[src/sv/sapava_pkg.sv]
`default_nettype none
package sapava_pkg;
   localparam int MaxPoints = 32;
   localparam int PosW = 5;
   localparam int EndW = 6;
   localparam int WtW = 16;
   localparam int PobsW = 24;
   localparam int WsumW = 21;
   localparam int OsumW = 30;
   localparam int FitW = 17;
   localparam logic [1:0] FUNC_LOAD = 2'd0;
   localparam logic [1:0] FUNC_ADD = 2'd1;
   localparam logic [1:0] FUNC_READ = 2'd2;
   localparam logic [1:0] FUNC_RSVD = 2'd3;
   localparam logic [PobsW-1:0] OBS_MAX = {PobsW{1'b1}};
   localparam logic [FitW-1:0] ONE_Q16 = 17'h10000;

   typedef struct packed {
      logic start;
      logic [OsumW-1:0] num;
      logic [WsumW-1:0] den;
   } div_req_type;
endpackage
`default_nettype wire

[src/sv/sapava_div.sv]
`default_nettype none
// Restoring divider: floor(num*65536/den), saturated at 1.0; one quotient bit a cycle.
module sapava_div (
   input wire logic clock,
   input wire logic reset,
   input wire sapava_pkg::div_req_type req,
   output logic busy,
   output logic [sapava_pkg::FitW-1:0] quot
);
   localparam int NumW = sapava_pkg::OsumW + 16;
   localparam int RemW = sapava_pkg::WsumW + 1;
   logic [NumW-1:0] num_ff, num_in;
   logic [RemW-1:0] rem_ff, rem_in;
   logic [sapava_pkg::WsumW-1:0] den_ff, den_in;
   logic [NumW-1:0] q_ff, q_in;
   logic [5:0] cnt_ff, cnt_in;
   logic busy_ff, busy_in;
   logic [RemW-1:0] trial;

   always_comb begin
      num_in = num_ff;
      rem_in = rem_ff;
      den_in = den_ff;
      q_in = q_ff;
      cnt_in = cnt_ff;
      busy_in = busy_ff;
      trial = {rem_ff[RemW-2:0], num_ff[NumW-1]};
      if (req.start) begin
         num_in = {req.num, 16'd0};
         den_in = req.den;
         rem_in = '0;
         q_in = '0;
         cnt_in = 6'(NumW);
         busy_in = 1'b1;
      end else if (busy_ff) begin
         num_in = {num_ff[NumW-2:0], 1'b0};
         if (trial >= {1'b0, den_ff}) begin
            rem_in = trial - {1'b0, den_ff};
            q_in = {q_ff[NumW-2:0], 1'b1};
         end else begin
            rem_in = trial;
            q_in = {q_ff[NumW-2:0], 1'b0};
         end
         cnt_in = cnt_ff - 6'd1;
         if (cnt_ff == 6'd1) busy_in = 1'b0;
      end
   end

   always_ff @(posedge clock) begin
      if (reset) begin
         busy_ff <= 1'b0;
         cnt_ff <= '0;
      end else begin
         busy_ff <= busy_in;
         cnt_ff <= cnt_in;
      end
      num_ff <= num_in;
      rem_ff <= rem_in;
      den_ff <= den_in;
      q_ff <= q_in;
   end

   assign busy = busy_ff;
   always_comb begin
      if (den_ff == '0) quot = '0;
      else if (q_ff > NumW'(sapava_pkg::ONE_Q16)) quot = sapava_pkg::ONE_Q16;
      else quot = q_ff[sapava_pkg::FitW-1:0];
   end
endmodule
`default_nettype wire

[config.mk]
export PLATFORM = sky130hd
export DESIGN_NAME = sapava_div
export DESIGN_NICKNAME = d
export VERILOG_FILES = /design/src/sv/sapava_pkg.sv /design/src/sv/sapava_div.sv
export SDC_FILE = /design/constraint.sdc
export NUM_CORES = 1
export LEC_CHECK = 0
export BUFFER_PORTS_ARGS = -buffer_cell sky130_fd_sc_hd__buf_2
export CAP_MARGIN = 0
export CORE_MARGIN = 4
export CORE_UTILIZATION = 52
export CTS_BUF_LIST = sky130_fd_sc_hd__clkbuf_4 sky130_fd_sc_hd__clkbuf_8
export DETAILED_ROUTE_END_ITERATION = 6
export HOLD_SLACK_MARGIN = 0.08
export MAX_ROUTING_LAYER = met4
export PLACE_DENSITY = 0.73
export SYNTH_ARGS = -nofsm -noshare
export SYNTH_HDL_FRONTEND = slang
export SYNTH_SLANG_ARGS = --single-unit
[constraint.sdc]
create_clock -name clock -period 3.1 [get_ports clock]
set_clock_uncertainty 0.1 [all_clocks]
set_input_delay 0 -clock clock [delete_from_list [all_inputs] [get_ports clock]]
set_output_delay 0 -clock clock [all_outputs]
set_load 0.02 [all_outputs]
==> results.md <==
- Status: complete, no violations
- First-pass GRT wire length: 24600 µm
- Residual DRC: 0
- Die extent in y: 118 µm
- Crit Path Class: flop to flop
- Layout cells sized above 1: 20.7%
- FF+latch count, synth: 125
- TritonCTS clock tree: done
- Non-Filler Instances: 884
- Top cells by area, synth: edfxtp_1, dfxtp_1, mux2i_1
- Synth async-reset ratio: 0%
- Die width: 118 µm
- Htree depth: 4
- Synth warn: 0
- Setup tns final: 0 ns
- Initial antenna violation count: 1
- Max Cap Viol: 0
- Area of the multi-input gates: 0.00302 mm²
- Post-synth cell types: 61
- EDFF count, synth: 51
- Pwr dens: 508 mW/mm²
- RSZ-0062 raised after global routing: false
- Final wirelength: 14700 µm
- Final hold slack: 0.157 ns
- Largest net degree at the start of global routing: 62
- Post-DP HPWL: 9740 µm
- Worst Hold Path EP: den_ff[2]$_DFFE_PP_
- Synth top area share: 24.4%
- Post-synth top cells: nor2_1, dfxtp_1, mux2i_1
- Inst Count DP: 798
- FF+latch area: 0.00302 mm²
- Core Rows: 39
- Mapped Nets: 683
- Vias in the first global route: 5028
- Syn Inst Count: 605
- Most frequent cell after synthesis: nor2_1
- Worst VDD drop: 0.417 mV
- Post-synthesis sequential area ratio: 48.0%
- Post-route ant nets: 0
- Leakage power: 3.21 nW
- Slew headroom: 40.4%
- Clock transition at path regs: 0.08 ns
- Vias per inst: 5.67
- Vias: 5015
- Final setup viols: 0
- Fmax achieved: 339 MHz
- Min Tclk post-route: 2.95 ns
- I/O Pins: 72
- WL per Instance: 16.7 µm
- Num CTS Buffers: 17
- WP data arrival: 3.20 ns
- DRT Pass-1 Iters: 5
- Startpoint types: flop
- Die area: 0.0139 mm²
- Worst skew pair latency: 0.46 ns
- R2r endpoint: rem_ff[8]$_SDFFE_PP0P_
- R2R Setup Slk: 0.15 ns
- Final hold vios: 0
- Actual slew at the worst max-slew pin: 0.886 ns
- Layout Nets: 805
- Starting density of the core: 54.0%
- CTS root buf: clkbuf_8
- Hold_sp: req[2]
- Area leader, netlist: edfxtp_1
- Worst-case clock buffer depth: 2
- Hold Crit Class: primary input to flop
- CP Capture Type: flop
- Total track usage: 22.4%
- Core Box Area: 0.0116 mm²
- Clock sinks: 125
- Reg2reg path depth: 9
- Syn Area/Cell: 10.4 µm²
- Post-CTS Setup Inserts: 0
- Max FO, Critical Path: 16
- Synthesis-to-finish area growth: 22.5%
- DR iter-0 viols: 337
- Worst reg2reg startpoint: den_ff[10]$_DFFE_PP_
- Area of the mapped netlist: 0.00627 mm²
- Worst path required time: 3.35 ns
- Buffers on Ports: 71
- Fin. max-slew vios: 0
- Hold Path Cell Cnt: 2
- Final worst path period share: 95.3%
- Placer congestion estimate: 0.964
- GR Overflow Total: 0
- Fillers: 866
- Top FF cell, synth: dfxtp_1
-- cell usage in the layout (no fill, tap or decap), types with 7 or more instances in the layout --
cell and n:
nand3_1 12, buf_2 70, dfxtp_1 73, clkbuf_8 17, nand4_1 7, nor3_1 13, inv_1 28, buf_4 10
o21ai_0 9, nand2_1 28, and2_1 21, a211oi_1 12, edfxtp_1 51, xnor2_1 13, dlygate4sd3_1 53, ha_1 23
mux2i_1 56, nor4_1 15, nor2_1 87, mux2_2 30, a21oi_1 23
-- final cells by class --
type	count	area share, %
well taps	143	2.33
flip-flops and latches	125	39.3
inverters	28	1.37
multi-input cells	422	39.3
repair buffers	133	12.4
clock inverters	11	1.84
diodes	1	0.0326
clock buffers	21	3.44
-- routing by layer --
| layer | global-route usage [%] | wire, µm | vias to the layer above |
|---|---|---|---|
| met5 | - | 0 | - |
| met3 | 4.81 | 563 | 26 |
| met2 | 36.8 | 7380 | 134 |
| met1 | 27.3 | 6520 | 2418 |
| li1 | - | - | 2437 |
| met4 | 8.28 | 266 | 0 |
-- flip-flops by register name (all words and copies together) (netlist names) --
signal / cells
rem_ff: 21
cnt_ff: 6
busy: 1
den_ff: 21
num_ff: 30
q_ff: 46
-- critical path, stage by stage (launching register included) --
cell	delay (ns)
edfxtp_1	0.36
inv_1	0.05
ha_1	0.39
nand4_2	0.14
nor4_2	0.30
a211oi_1	0.10
a211o_1	0.35
a21oi_4	0.54
mux2i_1	0.17
a211oi_1	0.33
-- worst max path at each step --
stage,from,to,slack [ns],cells past startpoint
floorplan,num_ff[45]$_DFFE_PP_,rem_ff[17]$_SDFFE_PP0P_,0.46,12
global placement,den_ff[19]$_DFFE_PP_,rem_ff[12]$_SDFFE_PP0P_,0.33,9
detailed placement,den_ff[10]$_DFFE_PP_,rem_ff[11]$_SDFFE_PP0P_,0.24,9
CTS,den_ff[10]$_DFFE_PP_,rem_ff[11]$_SDFFE_PP0P_,0.21,9
global route,den_ff[8]$_DFFE_PP_,rem_ff[8]$_SDFFE_PP0P_,0.004,9
finish,den_ff[10]$_DFFE_PP_,rem_ff[8]$_SDFFE_PP0P_,0.15,9
-- logic make-up after synthesis --
kind of cell    after synthesis  synth area share (%)
simple gates                205                  15.7
buf+inv                      58                  4.13
compound gates               89                  10.4
xor+xnor                     18                  2.51
flops                       125                  48.0
mux                          86                  14.3
fa+ha+maj                    24                  4.91
-- stage by stage --
step	worst slack, ns	instance area (µm²)	utilization [%]	power, mW
2_1_floorplan	0.463	6270	-	2.25
5_1_grt	0.00407	7680	66.2	4.06
3_5_place_dp	0.240	6730	58.0	2.39
3_3_place_gp	0.330	6730	58.0	2.37
6_report	0.147	7680	66.2	3.90
4_1_cts	0.207	7670	66.0	3.91
-- power breakdown --
| group | switching (mW) | internal (mW) |
|---|---|---|
| combinational | 0.294 | 0.266 |
| clock | 0.655 | 0.828 |
| sequential | 0.0518 | 1.81 |
-- what timing repair did --
action	in CTS	in global routing
hold buffers	53	0
resized for setup	0	1
endpoints found under the hold margin	80	0
setup endpoints to repair	0	16
No activity file was read; power rests on OpenSTA's default activity.
